--- config.mk ---
export PLATFORM = sky130hd
export DESIGN_NAME = kc3_window
export DESIGN_NICKNAME = d
export VERILOG_FILES = /design/src/sv/kc3_pkg.sv /design/src/sv/kc3_window.sv
export SDC_FILE = /design/constraint.sdc
export NUM_CORES = 1
export LEC_CHECK = 0
export ABC_CLOCK_PERIOD_IN_PS = 12400
export BUFFER_PORTS_ARGS = -buffer_cell sky130_fd_sc_hd__buf_4
export CORE_MARGIN = 5
export CORE_UTILIZATION = 41
export CTS_CLUSTER_SIZE = 8
export DETAILED_ROUTE_END_ITERATION = 6
export PLACE_DENSITY = 0.62
export SLEW_MARGIN = 10
export SYNTH_ARGS = -nofsm -noshare
export SYNTH_HDL_FRONTEND = slang
export SYNTH_SLANG_ARGS = --single-unit
export TNS_END_PERCENT = 1
--- constraint.sdc ---
create_clock -name clock -period 12.4 [get_ports clock]
set_input_delay 1.24 -clock clock [delete_from_list [all_inputs] [get_ports clock]]
set_output_delay 1.24 -clock clock [all_outputs]
set_load 0.005 [all_outputs]
--- src/sv/kc3_pkg.sv ---
// Shared types and constants for the 3x3 convolution filter.
// No dependencies; every module of the block imports this package.

package kc3_pkg;

   // Default line store depth, handed to the top level parameter
   localparam int MAX_WIDTH_DEF = 2048;

   // Field widths
   localparam int PIX_W       = 8;
   localparam int KSEL_W      = 3;
   localparam int IMG_W_W     = 12;
   localparam int IMG_H_W     = 16;
   localparam int CSR_DATA_W  = 16;
   localparam int CSR_ADDR_W  = 2;
   localparam int COL_OUT_W   = 11;
   localparam int ROW_W       = 16;
   localparam int REQ_DATA_W  = 8;
   localparam int RSP_DATA_W  = 40;
   localparam int RSP_PAD_W   = RSP_DATA_W - PIX_W - COL_OUT_W - ROW_W;

   // Pre-sum width: holds 0..4080 and -2040..2295 as two's complement
   localparam int ACC_W       = 13;

   // Geometry limits and reset values
   localparam int MIN_DIM     = 3;
   localparam int IMG_W_RESET = 640;
   localparam int IMG_H_RESET = 480;

   // Box: floor(S * 11111 / 100000) == (S * BOX_MUL) >> BOX_SHIFT for S <= 2295
   localparam int             BOX_IN_W   = 12;
   localparam int             BOX_MUL_W  = 25;
   localparam int             BOX_PROD_W = BOX_IN_W + BOX_MUL_W;
   localparam int             BOX_SHIFT  = 28;
   localparam logic [BOX_MUL_W-1:0] BOX_MUL = 25'd29825864;

   // Divide by three: x / 3 == (x * 683) >> 11 for x <= 765
   localparam int             DIV3_IN_W   = 10;
   localparam int             DIV3_MUL_W  = 11;
   localparam int             DIV3_PROD_W = DIV3_IN_W + DIV3_MUL_W;
   localparam int             DIV3_SHIFT  = 11;
   localparam logic [DIV3_MUL_W-1:0] DIV3_MUL = 11'd683;

   // Configuration register indexes
   typedef enum logic [CSR_ADDR_W-1:0] {
      CSR_KERNEL = 2'd0,
      CSR_WIDTH  = 2'd1,
      CSR_HEIGHT = 2'd2
   } csr_index_type;

   // Kernel codes
   typedef enum logic [KSEL_W-1:0] {
      K_BOX       = 3'd0,
      K_GAUSS     = 3'd1,
      K_PREWITT_X = 3'd2,
      K_PREWITT_Y = 3'd3,
      K_SOBEL_X   = 3'd4,
      K_SOBEL_Y   = 3'd5,
      K_LAPLACE   = 3'd6,
      K_SHARPEN   = 3'd7
   } kernel_type;

   // Position tag that travels with a result
   typedef struct packed {
      logic [ROW_W-1:0]     row;
      logic [COL_OUT_W-1:0] col;
      logic                 last;
   } pos_type;

endpackage

--- src/sv/kc3_window.sv ---
// 3x3 window registers and the kernel pre-sum stage.
// Shifts one column per pixel and registers the selected weighted sum.
// Depends on kc3_pkg.

module kc3_window import kc3_pkg::*; (
   input  logic              clock,
   input  logic              reset,
   input  logic              shift_en,
   input  logic              load_en,
   input  logic [PIX_W-1:0]  up_px,
   input  logic [PIX_W-1:0]  mid_px,
   input  logic [PIX_W-1:0]  low_px,
   input  kernel_type        ksel,
   input  pos_type           pos_in,
   output logic [ACC_W-1:0]  acc_ff,
   output kernel_type        ksel_ff,
   output pos_type           pos_ff
);

   logic [PIX_W-1:0] win_ff [9];
   logic [PIX_W-1:0] win_in [9];
   logic [ACC_W-1:0] ex [9];
   logic [ACC_W-1:0] ring;
   logic [ACC_W-1:0] acc_in;

   // Window after this pixel's shift; new column enters on the right
   always_comb begin
      for (int k = 0; k < 3; k++) begin
         win_in[k*3]     = win_ff[k*3+1];
         win_in[k*3+1]   = win_ff[k*3+2];
      end
      win_in[2] = up_px;
      win_in[5] = mid_px;
      win_in[8] = low_px;
      for (int k = 0; k < 9; k++) begin
         ex[k] = ACC_W'(win_in[k]);
      end
   end

   // Kernel pre-sum, two's complement in ACC_W bits
   always_comb begin
      ring = ex[0] + ex[1] + ex[2] + ex[3] + ex[5] + ex[6] + ex[7] + ex[8];
      case (ksel)
         K_BOX:       acc_in = ring + ex[4];
         K_GAUSS:     acc_in = ex[0] + (ex[1] << 1) + ex[2] + (ex[3] << 1) + (ex[4] << 2)
                               + (ex[5] << 1) + ex[6] + (ex[7] << 1) + ex[8];
         K_PREWITT_X: acc_in = (ex[2] + ex[5] + ex[8]) - (ex[0] + ex[3] + ex[6]);
         K_PREWITT_Y: acc_in = (ex[6] + ex[7] + ex[8]) - (ex[0] + ex[1] + ex[2]);
         K_SOBEL_X:   acc_in = (ex[2] + (ex[5] << 1) + ex[8]) - (ex[0] + (ex[3] << 1) + ex[6]);
         K_SOBEL_Y:   acc_in = (ex[6] + (ex[7] << 1) + ex[8]) - (ex[0] + (ex[1] << 1) + ex[2]);
         K_LAPLACE:   acc_in = (ex[4] << 3) - ring;
         default:     acc_in = (ex[4] << 3) + ex[4] - ring;
      endcase
   end

   // Window state
   always_ff @(posedge clock) begin
      if (reset) begin
         for (int k = 0; k < 9; k++) begin
            win_ff[k] <= '0;
         end
      end else if (shift_en) begin
         for (int k = 0; k < 9; k++) begin
            win_ff[k] <= win_in[k];
         end
      end
   end

   // Pre-sum stage register
   always_ff @(posedge clock) begin
      if (load_en) begin
         acc_ff  <= acc_in;
         ksel_ff <= ksel;
         pos_ff  <= pos_in;
      end
   end

endmodule

==> flow_summary.json, run 1 <==
{
  "regArea_um2": 2763,
  "ys_top_cells_by_area": "fa_1 30%, edfxtp_1 22%, ha_1 13%",
  "setup_viol": 0,
  "die_y_um": 183.5,
  "yosysTopAreaCell": "fa_1",
  "ys_seq_area_frac": 0.2239,
  "finalNetCount": 1628,
  "hold_viol": 0,
  "maxSlewHeadroom": 0.5683,
  "holdCritPathClass": "reg -> reg",
  "drt_wl_total_mm": 31.29,
  "slowest_delay_ns": 0.56,
  "clock_latency_ns": 0.37,
  "grt_usage": 0.1920,
  "hold_path_startpoint": "win_ff[2][7]",
  "synth_nets": 1532,
  "clockBufferDepth": 2,
  "first_pass_iters": 5,
  "cts_resized": 0,
  "ctsHtreeMaxLevel": 3,
  "netlist_instances": 1161,
  "coreArea_um2": 29720,
  "r2r_end": "acc_ff[10]",
  "drv_cap": 0,
  "ant_nets": 0,
  "cp.required_ns": 12.49,
  "timing.rr.start": "win_ff[1][1]",
  "grt_antenna_before_repair": 0,
  "final.min_clock_period_ns": 8.515,
  "cts.reportedPaths.clkPinSlew_ns": 0.07,
  "whs_endpoint": "win_ff[1][7]",
  "dieWidth_um": 183.5,
  "drive_gt1_frac": 0.1125,
  "synth_common_cells": "196 x inv_1, 187 x fa_1, 125 x ha_1",
  "num_vias": 8647,
  "drc": 0,
  "path_max_fanout": 6,
  "fmax_mhz": 117.4,
  "gp_congestion": 0.9084,
  "async_reset_ff_frac": 0,
  "worstMarginPinSlew_ns": 0.6476,
  "hold_depth": 1,
  "cts_sinks": 92,
  "antenna_cells": 0,
  "grt_max_degree": 49,
  "ios": 103,
  "multi_input_area_um2": 8758,
  "finClkSkew_ns": 0.01537,
  "tritoncts": "yes",
  "n_fill_cell": 2761,
  "synthToLayoutAreaGrowth_pct": 12.24,
  "placedCellCount": 1636,
  "dp_hpwl_mm": 26.40,
  "timing.final.ws_setup_ns": 3.885,
  "path_buf_inv": 6,
  "grt_overflow": 0,
  "critical-path-top-delay-family": "adder cells",
  "cts_root_buf": "clkbuf_16",
  "ys_warn_count": 0,
  "setup.worst_path.end_class": "flip-flop",
  "hold_slack_ns": 0.5897,
  "synth-edff-count": 92,
  "synth_top_area_share": 0.3034,
  "portBuffers": 102,
  "synth_seq_cells": 92,
  "ys_types": 67,
  "cp_slowest_cell": "fa_1",
  "postCtsSetupBuffers": 0,
  "critPathArrivalTime_ns": 8.61,
  "wl_per_cell_um": 18.94,
  "synth.avg_cell_area_um2": 10.63,
  "fin_tns_setup_ns": 0,
  "fin_crit_sh": 0.6867,
  "synth_ff_type": "edfxtp_1",
  "numCtsBuffers": 9,
  "slew_violations": 0,
  "rsz0062_at_grt": "no",
  "r2r_slack_ns": 4.48,
  "drt_iter0_markers": 505,
  "cts_hold_buffers": 0,
  "cp-start-kind": "primary input",
  "syn_area_um2": 12340,
  "routed_via_density": 5.234,
  "worst-r2r-cell-count": 29,
  "start_util": 0.4152,
  "grt_pass1_vias": 9038,
  "yosysMostFrequentCell": "inv_1",
  "critical_path_class": "in -> reg",
  "grt_pass1_wl_mm": 50.14,
  "post-place-ws_ns": 3.534,
  "rows": 63,
  "dieArea_um2": 33660,
  "outcome": "completed",
  "fin_cells": 1652
}
[worst max-delay path by stage]
stage	startpoint	endpoint	slack [ns]	cells past startpoint
2_1_floorplan	up_px[1]	acc_ff[10]	4.41	29
3_3_place_gp	up_px[1]	acc_ff[10]	3.74	30
3_5_place_dp	up_px[1]	acc_ff[10]	3.53	30
4_1_cts	up_px[1]	acc_ff[10]	3.92	30
5_1_grt	up_px[1]	acc_ff[10]	3.46	30
6_report	up_px[1]	acc_ff[10]	3.88	30
[layout make-up]
class | instances | share of cell area
multi-input combinational | 854 | 0.6324
sequential | 92 | 0.1995
timing repair buffer | 104 | 0.05637
inverter | 196 | 0.05312
tap | 390 | 0.03523
clock buffer | 9 | 0.01626
clock inverter | 7 | 0.007137
[routing by layer]
layer,track usage,vias up,routed length (um)
met4,0.04350,0,576
met3,0.02216,30,1146
met5,0,-,0
met2,0.3352,179,15900
met1,0.2582,4336,13660
li1,-,4102,-
[metrics by stage]
stage               area, um^2  utilization
finish                   13850       0.4660
global route             13850       0.4660
CTS                      13850       0.4660
detailed placement       13530       0.4551
global placement         13530       0.4551
floorplan                12340            -
[cells in the final DEF (no fill, tap or decap), types with 8 or more instances in the layout]
cell,instances
a211oi_1,10
a21o_1,17
a21oi_1,60
and2_1,51
buf_4,104
clkbuf_16,9
edfxtp_1,92
fa_1,187
ha_1,125
inv_1,196
nand2_1,45
nand2b_1,8
nand3_1,20
nor2_1,55
nor3_1,19
o21a_1,11
o21ai_0,38
o21bai_1,22
xnor2_1,44
xor2_1,32
[sequential cells by signal, summed over array words and instances (netlist names)]
| name | flops |
|---|---|
| pos_ff | 28 |
| ksel_ff | 3 |
| acc_ff | 13 |
| win_ff | 48 |
[cell families after synthesis]
| logic type | share of synthesized area |
|---|---|
| buffers and inverters | 0.06652 |
| multiplexers | 0.003650 |
| XOR/XNOR | 0.05394 |
| flip-flops | 0.2239 |
| AO/OA/AOI/OAI | 0.1220 |
| adder cells (fa/ha/maj) | 0.4309 |
| AND/OR/NAND/NOR | 0.09907 |
Power of run 1 is not shown: default switching activity piles up to over one toggle a cycle in this logic, so the estimate is an artifact.
==> run 2: changes to the inputs <==
--- a/config.mk
+++ b/config.mk
@@ -5,13 +5,14 @@
 export SDC_FILE = /design/constraint.sdc
 export NUM_CORES = 1
 export LEC_CHECK = 0
-export ABC_CLOCK_PERIOD_IN_PS = 12400
+export ABC_AREA = 1
+export ABC_CLOCK_PERIOD_IN_PS = 7100
 export BUFFER_PORTS_ARGS = -buffer_cell sky130_fd_sc_hd__buf_4
 export CORE_MARGIN = 5
 export CORE_UTILIZATION = 41
 export CTS_CLUSTER_SIZE = 8
 export DETAILED_ROUTE_END_ITERATION = 6
-export PLACE_DENSITY = 0.62
+export PLACE_DENSITY = 0.65
 export SLEW_MARGIN = 10
 export SYNTH_ARGS = -nofsm -noshare
 export SYNTH_HDL_FRONTEND = slang
==> constraint.sdc (replaced) <==
create_clock -name clock -period 7.1 [get_ports clock]
set_input_delay 0.71 -clock clock [delete_from_list [all_inputs] [get_ports clock]]
set_output_delay 0.71 -clock clock [all_outputs]
set_load 0.005 [all_outputs]
==> run 2 against run 1 <==
  * Synthesized cell count rose by 11%
  * Hold slack worse by 0.079 ns
  * Critical path type unchanged
  * Count of clock-buffer cells in the layout did not move
==> flow_summary.json, run 2 <==
{
  "outcome": "completed",
  "timing.final.ws_setup_ns": 0.4560,
  "cts_sinks": 92,
  "clockBufferDepth": 2,
  "placedCellCount": 1783,
  "slowest_delay_ns": 0.54,
  "ctsHtreeMaxLevel": 3,
  "regArea_um2": 2763,
  "setup.worst_path.end_class": "flip-flop",
  "num_vias": 9028,
  "routed_via_density": 5.018,
  "cp-start-kind": "primary input",
  "drv_cap": 0,
  "synth_ff_type": "edfxtp_1",
  "synthAdderAreaFrac": 0.4339,
  "r2r_slack_ns": 0.47,
  "finalNetCount": 1775,
  "synth_mux_area_frac": 0,
  "finClkSkew_ns": 0.006053,
  "maxSlewHeadroom": 0.3001,
  "setup_viol": 0,
  "final.min_clock_period_ns": 6.644,
  "netlist_instances": 1291,
  "postCtsSetupBuffers": 0,
  "grt_overflow": 0,
  "synth-edff-count": 92,
  "portBuffers": 102,
  "cts.reportedPaths.clkPinSlew_ns": 0.08,
  "m1WireLength_mm": 14.23,
  "synth_top_family_by_area": "adder cells",
  "coreArea_um2": 29560,
  "grt_max_degree": 49,
  "start_util": 0.4138,
  "antenna_cells": 0,
  "critPathArrivalTime_ns": 6.77,
  "ant_nets": 0,
  "synth.avg_cell_area_um2": 9.476,
  "synth_top_area_share": 0.3060,
  "grt_antenna_before_repair": 0,
  "dieArea_um2": 33390,
  "grt_usage": 0.1992,
  "worstMarginPinSlew_ns": 1.046,
  "synthToLayoutAreaGrowth_pct": 13.27,
  "yosysTopAreaCell": "fa_1",
  "syn_area_um2": 12230,
  "grt_pass1_wl_mm": 51.49,
  "fmax_mhz": 150.5,
  "ys_seq_area_frac": 0.2258,
  "synth_nets": 1662,
  "yosys.area_share.simple": 0.1311,
  "reg_top3": "win_ff x48, pos_ff x28, acc_ff x13",
  "ys_top_cells_by_area": "fa_1 31%, edfxtp_1 23%, ha_1 13%",
  "fin_cells": 1799,
  "n_fill_cell": 2820,
  "drt_wl_total_mm": 32.25,
  "layout_common_cells": "267 x inv_1, 187 x fa_1, 167 x nand2_1",
  "clock_latency_ns": 0.37,
  "synth_common_cells": "267 x inv_1, 187 x fa_1, 168 x nand2_1",
  "cts_resized": 0,
  "gp_congestion": 0.9157,
  "rsz0062_at_grt": "no",
  "post-place-ws_ns": -0.02064,
  "grt_pass1_vias": 9330,
  "cts_root_buf": "clkbuf_16",
  "dr_wl_met2_mm": 16.12,
  "hold_viol": 0,
  "drive_gt1_frac": 0.1228,
  "critical_path_class": "in -> reg",
  "path_max_fanout": 6,
  "yosysMostFrequentCell": "inv_1",
  "ys_warn_count": 0,
  "ys_types": 45,
  "post_dp_cell_area_um2": 13510,
  "layout_commonest_cell": "inv_1",
  "first_pass_iters": 7,
  "wl_per_cell_um": 17.93,
  "top_register": "win_ff",
  "drt_iter0_markers": 571,
  "dp_hpwl_mm": 27.71,
  "async_reset_ff_frac": 0,
  "fin_crit_sh": 0.9358,
  "dieWidth_um": 182.7,
  "met3_length_mm": 1.084,
  "holdCritPathClass": "in -> reg",
  "tritoncts": "yes",
  "slew_violations": 0,
  "drc": 0,
  "cp.required_ns": 7.23,
  "synth_compound_area_frac": 0.09154,
  "fin_tns_setup_ns": 0,
  "synth_xor_area_frac": 0.03007,
  "cts_hold_buffers": 0,
  "cp_slowest_cell": "fa_1",
  "ios": 103,
  "numCtsBuffers": 9,
  "largest_reg_flops": 48,
  "synth_seq_cells": 92,
  "final_cell_area_um2": 13860,
  "die_y_um": 182.7,
  "top_layer": "met4",
  "multi_input_area_um2": 8429,
  "rows": 63
}
==> run 2: cell types whose count changed after synthesis, sizes merged, moves of 12 or more <==
cell,before,now
a21o,17,5
xnor2,44,11
nor2,55,99
nand3,20,53
nand2,45,176
inv,196,279
a21oi,60,94
and2,51,2
==> run 2: worst max-delay path: cells and delay by family <==
kind	cells	cell delay, ns
XOR/XNOR	1	0.19
AND/OR/NAND/NOR	12	1.21
buffers and inverters	10	0.71
adder cells (fa/ha/maj)	8	3.34
AO/OA/AOI/OAI	4	0.60
==> run 2: stage by stage <==
stage / utilization / hold slack [ns]
floorplan: - / 0.5848
global placement: 0.4571 / 0.6084
finish: 0.4687 / 0.5110
global route: 0.4687 / 0.4949
CTS: 0.4678 / 0.4958
detailed placement: 0.4571 / 0.6194
==> run 2: routing by layer <==
metal / vias up / global-route usage
li1: 4389 / -
met1: 4409 / 0.2700
met2: 196 / 0.3409
met3: 34 / 0.02083
met4: 0 / 0.05914
met5: - / 0
==> run 2: path summary, 6_finish.rpt <==
path	end	depth (start not counted)	startpoint
worst max-delay path	acc_ff[12]	35	up_px[1]
worst min register to register	win_ff[1][7]	2	win_ff[2][7]
worst min-delay path	pos_ff[27]	1	pos_in[27]
worst max register to register	acc_ff[12]	34	win_ff[1][1]
==> run 2: cell type report <==
type                       instances  share of cell area
clock inverter                     7            0.006682
sequential                        92              0.1994
multi-input combinational        914              0.6084
inverter                         279             0.07558
clock buffer                       9             0.01625
timing repair buffer             108             0.05852
tap                              390             0.03522
==> run 2: cell families after synthesis <==
group,count (synthesis)
compound gates,193
flops,92
fa+ha+maj,312
simple gates,367
buf+inv,285
xor+xnor,42
Power of run 2 is left out for the same reason.
