**config.mk**
```make
export PLATFORM = sky130hd
export DESIGN_NAME = kc3_post
export DESIGN_NICKNAME = d
export VERILOG_FILES = /design/src/sv/kc3_pkg.sv /design/src/sv/kc3_post.sv
export SDC_FILE = /design/constraint.sdc
export NUM_CORES = 1
export LEC_CHECK = 0
export BUFFER_PORTS_ARGS = -buffer_cell sky130_fd_sc_hd__buf_2
export CORE_UTILIZATION = 45
export DETAILED_ROUTE_END_ITERATION = 7
export PLACE_DENSITY = 0.65
export SYNTH_ARGS = -nofsm -noshare
export SYNTH_HDL_FRONTEND = slang
export SYNTH_SLANG_ARGS = --single-unit
```
**constraint.sdc**
```tcl
create_clock -name clock -period 8.4 [get_ports clock]
set_input_delay 1.68 -clock clock [delete_from_list [all_inputs] [get_ports clock]]
set_output_delay 1.68 -clock clock [all_outputs]
set_load 0.1 [all_outputs]
```
**src/sv/kc3_pkg.sv**
```systemverilog
// Shared types and constants for the 3x3 convolution filter.
// No dependencies; every module of the block imports this package.

package kc3_pkg;

   // Default line store depth, handed to the top level parameter
   localparam int MAX_WIDTH_DEF = 2048;

   // Field widths
   localparam int PIX_W       = 8;
   localparam int KSEL_W      = 3;
   localparam int IMG_W_W     = 12;
   localparam int IMG_H_W     = 16;
   localparam int CSR_DATA_W  = 16;
   localparam int CSR_ADDR_W  = 2;
   localparam int COL_OUT_W   = 11;
   localparam int ROW_W       = 16;
   localparam int REQ_DATA_W  = 8;
   localparam int RSP_DATA_W  = 40;
   localparam int RSP_PAD_W   = RSP_DATA_W - PIX_W - COL_OUT_W - ROW_W;

   // Pre-sum width: holds 0..4080 and -2040..2295 as two's complement
   localparam int ACC_W       = 13;

   // Geometry limits and reset values
   localparam int MIN_DIM     = 3;
   localparam int IMG_W_RESET = 640;
   localparam int IMG_H_RESET = 480;

   // Box: floor(S * 11111 / 100000) == (S * BOX_MUL) >> BOX_SHIFT for S <= 2295
   localparam int             BOX_IN_W   = 12;
   localparam int             BOX_MUL_W  = 25;
   localparam int             BOX_PROD_W = BOX_IN_W + BOX_MUL_W;
   localparam int             BOX_SHIFT  = 28;
   localparam logic [BOX_MUL_W-1:0] BOX_MUL = 25'd29825864;

   // Divide by three: x / 3 == (x * 683) >> 11 for x <= 765
   localparam int             DIV3_IN_W   = 10;
   localparam int             DIV3_MUL_W  = 11;
   localparam int             DIV3_PROD_W = DIV3_IN_W + DIV3_MUL_W;
   localparam int             DIV3_SHIFT  = 11;
   localparam logic [DIV3_MUL_W-1:0] DIV3_MUL = 11'd683;

   // Configuration register indexes
   typedef enum logic [CSR_ADDR_W-1:0] {
      CSR_KERNEL = 2'd0,
      CSR_WIDTH  = 2'd1,
      CSR_HEIGHT = 2'd2
   } csr_index_type;

   // Kernel codes
   typedef enum logic [KSEL_W-1:0] {
      K_BOX       = 3'd0,
      K_GAUSS     = 3'd1,
      K_PREWITT_X = 3'd2,
      K_PREWITT_Y = 3'd3,
      K_SOBEL_X   = 3'd4,
      K_SOBEL_Y   = 3'd5,
      K_LAPLACE   = 3'd6,
      K_SHARPEN   = 3'd7
   } kernel_type;

   // Position tag that travels with a result
   typedef struct packed {
      logic [ROW_W-1:0]     row;
      logic [COL_OUT_W-1:0] col;
      logic                 last;
   } pos_type;

endpackage

```
**src/sv/kc3_post.sv**
```systemverilog
// Post-scaling stage: magnitude, constant divide, clamp, output register.
// Depends on kc3_pkg.

module kc3_post import kc3_pkg::*; (
   input  logic              clock,
   input  logic              load_en,
   input  logic [ACC_W-1:0]  acc,
   input  kernel_type        ksel,
   input  pos_type           pos_in,
   output logic [PIX_W-1:0]  filtered_ff,
   output pos_type           pos_ff
);

   logic                   neg;
   logic [ACC_W-1:0]       mag;
   logic [BOX_PROD_W-1:0]  box_prod;
   logic [DIV3_PROD_W-1:0] div3_prod;
   logic [PIX_W-1:0]       filtered_in;

   // Magnitude and the two constant multiplies
   always_comb begin
      neg       = acc[ACC_W-1];
      mag       = neg ? (~acc + 1'b1) : acc;
      box_prod  = BOX_PROD_W'(acc[BOX_IN_W-1:0]) * BOX_PROD_W'(BOX_MUL);
      div3_prod = DIV3_PROD_W'(mag[DIV3_IN_W-1:0]) * DIV3_PROD_W'(DIV3_MUL);
   end

   // Per-kernel scaling
   always_comb begin
      case (ksel)
         K_BOX:       filtered_in = box_prod[BOX_SHIFT +: PIX_W];
         K_GAUSS:     filtered_in = acc[4 +: PIX_W];
         K_PREWITT_X,
         K_PREWITT_Y: filtered_in = div3_prod[DIV3_SHIFT +: PIX_W];
         K_SOBEL_X,
         K_SOBEL_Y:   filtered_in = mag[2 +: PIX_W];
         K_LAPLACE:   filtered_in = mag[3 +: PIX_W];
         default: begin
            // sharpen: clamp to pixel range
            if (neg) begin
               filtered_in = '0;
            end else if (|acc[ACC_W-2:PIX_W]) begin
               filtered_in = '1;
            end else begin
               filtered_in = acc[PIX_W-1:0];
            end
         end
      endcase
   end

   // Output register
   always_ff @(posedge clock) begin
      if (load_en) begin
         filtered_ff <= filtered_in;
         pos_ff      <= pos_in;
      end
   end

endmodule

```
==> impl_metrics.csv, run 1 <==
group,metric,value,unit
clock_tree,cts_htree_levels,2,
yosys,postSynthNetCount,1017,
clock_tree,cts_tree,"done",
floorplan,fp.dieArea,0.01649,mm^2
global_route,via_count_of_the_first_global_routing_pass,5382,
detailed_routing,first_pass_iters,4,
pwr,cell_internal_pwr,1.205,mW
global_route,grt_pass1_wl,27180,um
worst_hold_path,worstHoldStart,"pos_in[9]",
pwr,clkPwrFrac,6.2,%
detailed_routing,vias,5100,
yosys,yosys_most_used_dff,"sky130_fd_sc_hd__edfxtp_1",
timing,max_clk_rate,135.5,MHz
setup_path,critPathCaptureType,"flop",
final_layout,layout.cells.most_common_list,"192 x sky130_fd_sc_hd__inv_1, 160 x sky130_fd_sc_hd__ha_1, 94 x sky130_fd_sc_hd__fa_1",
clock_tree,cts_repair_resize_count,0,
setup_path,startpoint_to_endpoint_class_of_the_critical_path,"in -> reg",
final_layout,share_of_cells_above_drive_strength_1,11.97,%
detailed_routing,detail_route.wl_per_cell,15.86,um
clock_tree,clock-sinks,36,
global_route,grt_antenna_before_repair,1,
run,timing.max_cap.violations,0,
clock_tree,clock_transition_at_the_registers_of_the_reported_paths,0.05,ns
yosys,netlist_cell_types,51,
pwr,ir_drop,226.9,uV
final_layout,synthToLayoutAreaGrowth,11.01,%
timing,finalSetupViolations,0,
final_layout,final_core_utilization,51.75,%
yosys,syn_inst,717,
final_layout,num_antenna_cells,0,
detailed_routing,initial_drc_count,314,
timing,final-max-slew-violation-count,0,
setup_path,worstPathRequired,8.40,ns
final_layout,fillCellCount,1501,
yosys,synthArstFlopShare,0,%
detailed_routing,detail_route.wirelength,16060,um
timing,fin_crit_sh,87.83,%
global_route,grt.total_usage,21.25,%
place,hpwlAfterDp,14280,um
final_layout,nets,1102,
run_status,run_status,"completed",
floorplan,dieHeight,128.4,um
global_route,grt_max_degree,37,
pwr,sequentialPowerShare,9.3,%
timing,tightestPinTransition,0.9525,ns
final_layout,most_frequent_standard_cell_in_the_layout_excluding_fill_and_tap_cells,"sky130_fd_sc_hd__inv_1",
detailed_routing,post_drt_via_cell_ratio,5.035,
worst_hold_path,min_to,"pos_ff[9]",
worst_hold_path,count_of_cells_along_the_worst_hold_path,1,
pwr,total_leakage_power,4.204,nW
timing,finalHoldViolations,0,
clock_tree,numCtsBuffers,5,
timing,final.hold.worst_slack,1.589,ns
yosys,combined_area_of_all_synthesized_cells,0.007192,mm^2
worst_hold_path,holdCritPathClass,"in -> reg",
yosys,synth_seq_area_share,15.03,%
floorplan,fp.coreArea,0.01543,mm^2
pwr,combinationalPowerShare,84.5,%
yosys,avgSynthCellArea,10.03,um^2
clock_tree,cts_hold_repair.buffers,0,
clock_tree,clock_tree.buffer_depth,2,
floorplan,start_util,46.62,%
timing,grt_setup_unrepaired,"false",
timing,fin_tns_setup,0,ns
timing,timing.slew.headroom,36.36,%
detailed_routing,final_antenna_net_count,0,
yosys,seq_cells_post_synth,36,
setup_path,worst-path-max-fanout,9,
detailed_routing,detail_route.drc_violations,0,
yosys,synth_edf_count,36,
floorplan,standard_cell_row_count,45,
global_route,residual_overflow_from_global_routing,0,
clock_tree,post-cts-setup-buffers,0,
timing,timing.final.crit_period,7.378,ns
clock_tree,clk_root_buffer_cell,"sky130_fd_sc_hd__clkbuf_16",
setup_path,cp-start-kind,"input pin",
place,port-buffer-count,81,
pwr,power.net_switching,1.433,mW
yosys,synth_warnings,0,
place,place_congestion,0.8794,
floorplan,ios,82,
setup_path,critical_path_arrival,7.38,ns
floorplan,dieWidth,128.4,um
pwr,power.switching_fraction,54.32,%
pwr,power.density_cell_area,330.3,mW/mm^2
## power by group through the flow
| stage | Clock [mW] | Sequential (mW) | Combinational (mW) |
|---|---|---|---|
| floorplan | 0 | 0.457 | 1.50 |
| global placement | 0 | 0.248 | 2.19 |
| detailed placement | 0 | 0.248 | 2.22 |
| CTS | 0.169 | 0.245 | 2.24 |
| global route | 0.177 | 0.248 | 2.53 |
| finish | 0.163 | 0.245 | 2.23 |
## stage by stage
| stage | instance area (um^2) | instances | setup slack, ns | power [mW] |
|---|---|---|---|---|
| 4_1_cts | 7984 | 1013 | 1.019 | 2.652 |
| 3_5_place_dp | 7850 | 1006 | 0.7055 | 2.468 |
| 3_3_place_gp | 7850 | 1006 | 0.9158 | 2.442 |
| 5_1_grt | 7984 | 1013 | 0.6136 | 2.957 |
| 6_report | 7984 | 1013 | 1.022 | 2.637 |
| 2_1_floorplan | 7192 | 717 | 1.563 | 1.957 |
## layout make-up
cell class | instances | area, um^2 | area share (%)
Inverter | 192 | 720.7 | 9.027
Clock inverter | 1 | 5.005 | 0.06269
Timing Repair Buffer | 81 | 405.4 | 5.078
Clock buffer | 6 | 128.9 | 1.614
Multi-Input combinational cell | 486 | 5379 | 67.37
Tap cell | 211 | 264.0 | 3.307
Sequential cell | 36 | 1081 | 13.54
## cell usage after synthesis, drive strengths merged, types with 2 or more instances
| cell | count | area [um^2] |
|---|---|---|
| o221ai | 7 | 67.56 |
| nor2 | 18 | 70.07 |
| nor2b | 7 | 43.79 |
| a21oi | 23 | 118.9 |
| o211ai | 8 | 60.06 |
| nand3b | 3 | 22.52 |
| fa | 94 | 1882 |
| o311ai | 2 | 17.52 |
| o31a | 2 | 17.52 |
| ha | 160 | 2002 |
| o31ai | 2 | 15.01 |
| a31oi | 3 | 18.77 |
| a221oi | 4 | 35.03 |
| nor3b | 3 | 22.52 |
| o21bai | 2 | 15.01 |
| edfxtp | 36 | 1081 |
| or2 | 2 | 12.51 |
| a211oi | 4 | 30.03 |
| o21a | 2 | 15.01 |
| nand3 | 9 | 45.04 |
| o21ai | 22 | 110.1 |
| a21boi | 3 | 22.52 |
| nor3 | 6 | 30.03 |
| clkbuf | 3 | 11.26 |
| nand2 | 28 | 105.1 |
| xor2 | 4 | 35.03 |
| nand4 | 7 | 43.79 |
| and2 | 3 | 18.77 |
| nand2b | 5 | 31.28 |
| inv | 192 | 720.7 |
| a21o | 11 | 82.58 |
| xnor2 | 27 | 236.5 |
## registers in the layout (all words and copies together), names as in the netlist
| name | cells |
|---|---|
| pos_ff | 28 |
| filtered_ff | 8 |
## worst max-delay path, cell delays in order
cell and delay (ns):
sky130_fd_sc_hd__buf_2 0.22, sky130_fd_sc_hd__inv_1 0.19, sky130_fd_sc_hd__ha_1 0.24, sky130_fd_sc_hd__nand3_1 0.10, sky130_fd_sc_hd__nor3_1 0.06, sky130_fd_sc_hd__nand2b_1 0.17, sky130_fd_sc_hd__xnor2_1 0.47, sky130_fd_sc_hd__inv_1 0.18
sky130_fd_sc_hd__ha_1 0.35, sky130_fd_sc_hd__ha_1 0.27, sky130_fd_sc_hd__inv_1 0.05, sky130_fd_sc_hd__fa_1 0.52, sky130_fd_sc_hd__inv_1 0.05, sky130_fd_sc_hd__fa_1 0.49, sky130_fd_sc_hd__inv_1 0.05, sky130_fd_sc_hd__fa_1 0.49
sky130_fd_sc_hd__inv_1 0.04, sky130_fd_sc_hd__ha_1 0.29, sky130_fd_sc_hd__o211a_1 0.19, sky130_fd_sc_hd__nand3_1 0.09, sky130_fd_sc_hd__o22a_1 0.21, sky130_fd_sc_hd__a31oi_1 0.36, sky130_fd_sc_hd__nor2_2 0.09, sky130_fd_sc_hd__o21ai_0 0.23
sky130_fd_sc_hd__xnor2_1 0.16, sky130_fd_sc_hd__o211ai_1 0.11
## cell families (layout without fill, tap and decap cells)
logic type / Yosys count / in the layout / synth area share (%)
compound gates: 104 / 104 / 10.00
xor+xnor: 31 / 31 / 3.775
fa+ha+maj: 254 / 254 / 54.00
buf+inv: 195 / 280 / 10.18
flops: 36 / 36 / 15.03
mux: 1 / 1 / 0.2087
simple gates: 96 / 96 / 6.802
## layer usage
layer / up-vias / wire (um) / part of all wire (%) / GRT usage, %
met1: 2453 / 7734 / 48 / 30.20
met3: 12 / 600 / 3.7 / 2.162
met2: 104 / 7507 / 47 / 35.17
met4: 0 / 220 / 1.4 / 4.429
li1: 2531 / - / - / -
met5: - / 0 / 0 / 0
## how the worst max path moves through the flow
stage	slack [ns]	endpoint	startpoint
after floorplan	1.56	filtered_ff[3]	acc[3]
after global placement	0.92	filtered_ff[3]	acc[3]
after detailed placement	0.71	filtered_ff[7]	acc[3]
after CTS	1.02	filtered_ff[7]	acc[3]
after global routing	0.61	filtered_ff[7]	acc[3]
final	1.02	filtered_ff[7]	acc[3]
No activity file was read; power rests on OpenSTA's default activity.
==> run 2, diff against run 1 <==
- CORE_UTILIZATION: 45 -> 55
- HOLD_SLACK_MARGIN: default -> 0.08
- PLACE_DENSITY: 0.65 -> 0.77
- REMOVE_ABC_BUFFERS: default -> 1
==> run 2 against run 1 <==
Effect of this change: largest power group unchanged; first-iteration DRC count decreased by 17%; largest cell class unchanged; clock-buffer cell count decreased by 1; sequential power about the same; wire length increased by 6.5%.
==> impl_metrics.csv, run 2 (synthesis results as in run 1) <==
group,metric,value,unit
run_status,run_status,"completed",
run,timing.max_cap.violations,0,
worst_hold_path,worstHoldStart,"pos_in[22]",
final_layout,final_cell_area,0.007960,mm^2
setup_path,startpoint_to_endpoint_class_of_the_critical_path,"in -> reg",
clock_tree,clock_tree.buffer_depth,2,
pwr,power.net_switching,1.465,mW
pwr,sequentialPowerShare,9.1,%
final_layout,share_of_cells_above_drive_strength_1,12.42,%
detailed_routing,initial_drc_count,262,
pwr,power.switching_fraction,54.70,%
timing,grt_setup_unrepaired,"false",
place,place_congestion,0.9501,
global_route,via_count_of_the_first_global_routing_pass,5863,
global_route,grt_max_degree,37,
pwr,clkPwrFrac,6.7,%
final_layout,num_antenna_cells,0,
pwr,power.density_cell_area,336.6,mW/mm^2
timing,tightestPinTransition,0.8156,ns
pwr,cell_internal_pwr,1.214,mW
clock_tree,cts_hold_repair.buffers,0,
clock_tree,cts_repair_resize_count,0,
setup_path,worst-path-max-fanout,9,
detailed_routing,final_antenna_net_count,0,
setup_path,critical_path.most_common_cell,"sky130_fd_sc_hd__inv_1",
timing,final-max-slew-violation-count,0,
place,port-buffer-count,81,
clock_tree,clock_transition_at_the_registers_of_the_reported_paths,0.06,ns
timing,fin_tns_setup,0,ns
timing,finalSetupViolations,0,
timing,max_clk_rate,135.9,MHz
floorplan,fp.dieArea,0.01354,mm^2
global_route,grt_pass1_wl,28420,um
floorplan,dieWidth,116.4,um
place,place_area,0.007816,mm^2
final_layout,seq_area,0.001081,mm^2
global_route,residual_overflow_from_global_routing,0,
setup_path,cp-start-kind,"input pin",
setup_path,slowest_stage,"sky130_fd_sc_hd__fa_1",
final_layout,largest_reg_flops,28,
pwr,combinationalPowerShare,84.2,%
pwr,ir_drop,307.6,uV
setup_path,critical_path_arrival,7.38,ns
worst_hold_path,min_to,"pos_ff[22]",
final_layout,nets,1104,
setup_path,critPathTopFamily,"adder cells",
detailed_routing,post_drt_via_cell_ratio,5.505,
final_layout,final_core_utilization,62.82,%
timing,finalHoldViolations,0,
timing,timing.final.crit_period,7.359,ns
final_layout,synthToLayoutAreaGrowth,10.68,%
detailed_routing,first_pass_iters,5,
place,hpwlAfterDp,15180,um
final_layout,multi_input_area,0.005379,mm^2
detailed_routing,detail_route.drc_violations,0,
clock_tree,post-cts-setup-buffers,0,
setup_path,crit_buf_inv,7,
clock_tree,cts_tree,"done",
final_layout,fillCellCount,1082,
floorplan,start_util,56.76,%
detailed_routing,vias,5378,
final_layout,largest_register,"pos_ff",
setup_path,critical_path.startpoint,"acc[3]",
floorplan,standard_cell_row_count,41,
setup_path,worstPathRequired,8.42,ns
timing,timing.slew.headroom,45.63,%
floorplan,ios,82,
clock_tree,cts_htree_levels,2,
timing,final_critical_path_setup_slack,1.041,ns
worst_hold_path,holdCritPathClass,"in -> reg",
setup_path,timing.critical_path.slowest_cell_delay,0.55,ns
final_layout,most_frequent_standard_cell_in_the_layout_excluding_fill_and_tap_cells,"sky130_fd_sc_hd__inv_1",
clock_tree,numCtsBuffers,5,
detailed_routing,detail_route.wirelength,17110,um
global_route,grt_antenna_before_repair,0,
pwr,total_leakage_power,4.221,nW
global_route,grt.total_usage,27.81,%
clock_tree,clock-sinks,36,
detailed_routing,detail_route.wl_per_cell,17.51,um
final_layout,layout.cells.most_common_list,"192 x sky130_fd_sc_hd__inv_1, 160 x sky130_fd_sc_hd__ha_1, 94 x sky130_fd_sc_hd__fa_1",
place,worst_setup_slack_post_dpl,0.7495,ns
worst_hold_path,count_of_cells_along_the_worst_hold_path,1,
timing,fin_crit_sh,87.61,%
floorplan,fp.coreArea,0.01267,mm^2
floorplan,dieHeight,116.4,um
final_layout,largest_registers_in_the_final_layout,"pos_ff: 28 flops, filtered_ff: 8 flops",
clock_tree,clk_root_buffer_cell,"sky130_fd_sc_hd__clkbuf_16",
setup_path,critPathCaptureType,"flop",
-- run 2: cell types whose count changed in the layout (fill, tap and decap cells not counted) --
cell | before | now
sky130_fd_sc_hd__buf_4 | 0 | 2
sky130_fd_sc_hd__clkinv_4 | 0 | 1
sky130_fd_sc_hd__clkbuf_1 | 1 | 0
sky130_fd_sc_hd__clkinv_2 | 1 | 2
-- run 2: power by group through the flow --
stage	sequential, mW	combinational (mW)	clock, mW
4_1_cts	0.245	2.25	0.182
3_3_place_gp	0.247	2.16	0
6_report	0.244	2.25	0.180
5_1_grt	0.248	2.54	0.189
3_5_place_dp	0.249	2.22	0
2_1_floorplan	0.457	1.50	0
-- run 2: worst max-delay path by stage --
stage | slack, ns | cells past startpoint | endpoint
after floorplan | 1.57 | 25 | filtered_ff[3]
after global placement | 0.96 | 26 | filtered_ff[7]
after detailed placement | 0.75 | 26 | filtered_ff[3]
after CTS | 1.04 | 26 | filtered_ff[7]
after global routing | 0.67 | 26 | filtered_ff[3]
final | 1.04 | 26 | filtered_ff[7]
-- run 2: layout make-up --
cell class / count / area share, %
clock buffer: 5 / 1.572
clock inverter: 3 / 0.2358
inverter: 192 / 9.054
multi-input combinational: 486 / 67.57
sequential: 36 / 13.58
tap: 172 / 2.704
timing repair buffer: 83 / 5.281
-- run 2: routing by layer --
metal,up-vias,part of all wire [%],GRT usage (%)
met5,-,0,0
met4,0,4.2,12.56
met3,47,3.7,1.920
met2,143,52,51.60
met1,2655,40,32.81
li1,2533,-,-
-- run 2: per-stage QoR --
stage	hold slack, ns	instances	total power, mW
finish	1.571	977	2.679
global route	1.570	977	2.979
CTS	1.570	977	2.673
detailed placement	1.859	969	2.473
global placement	1.856	969	2.407
floorplan	1.779	714	1.956
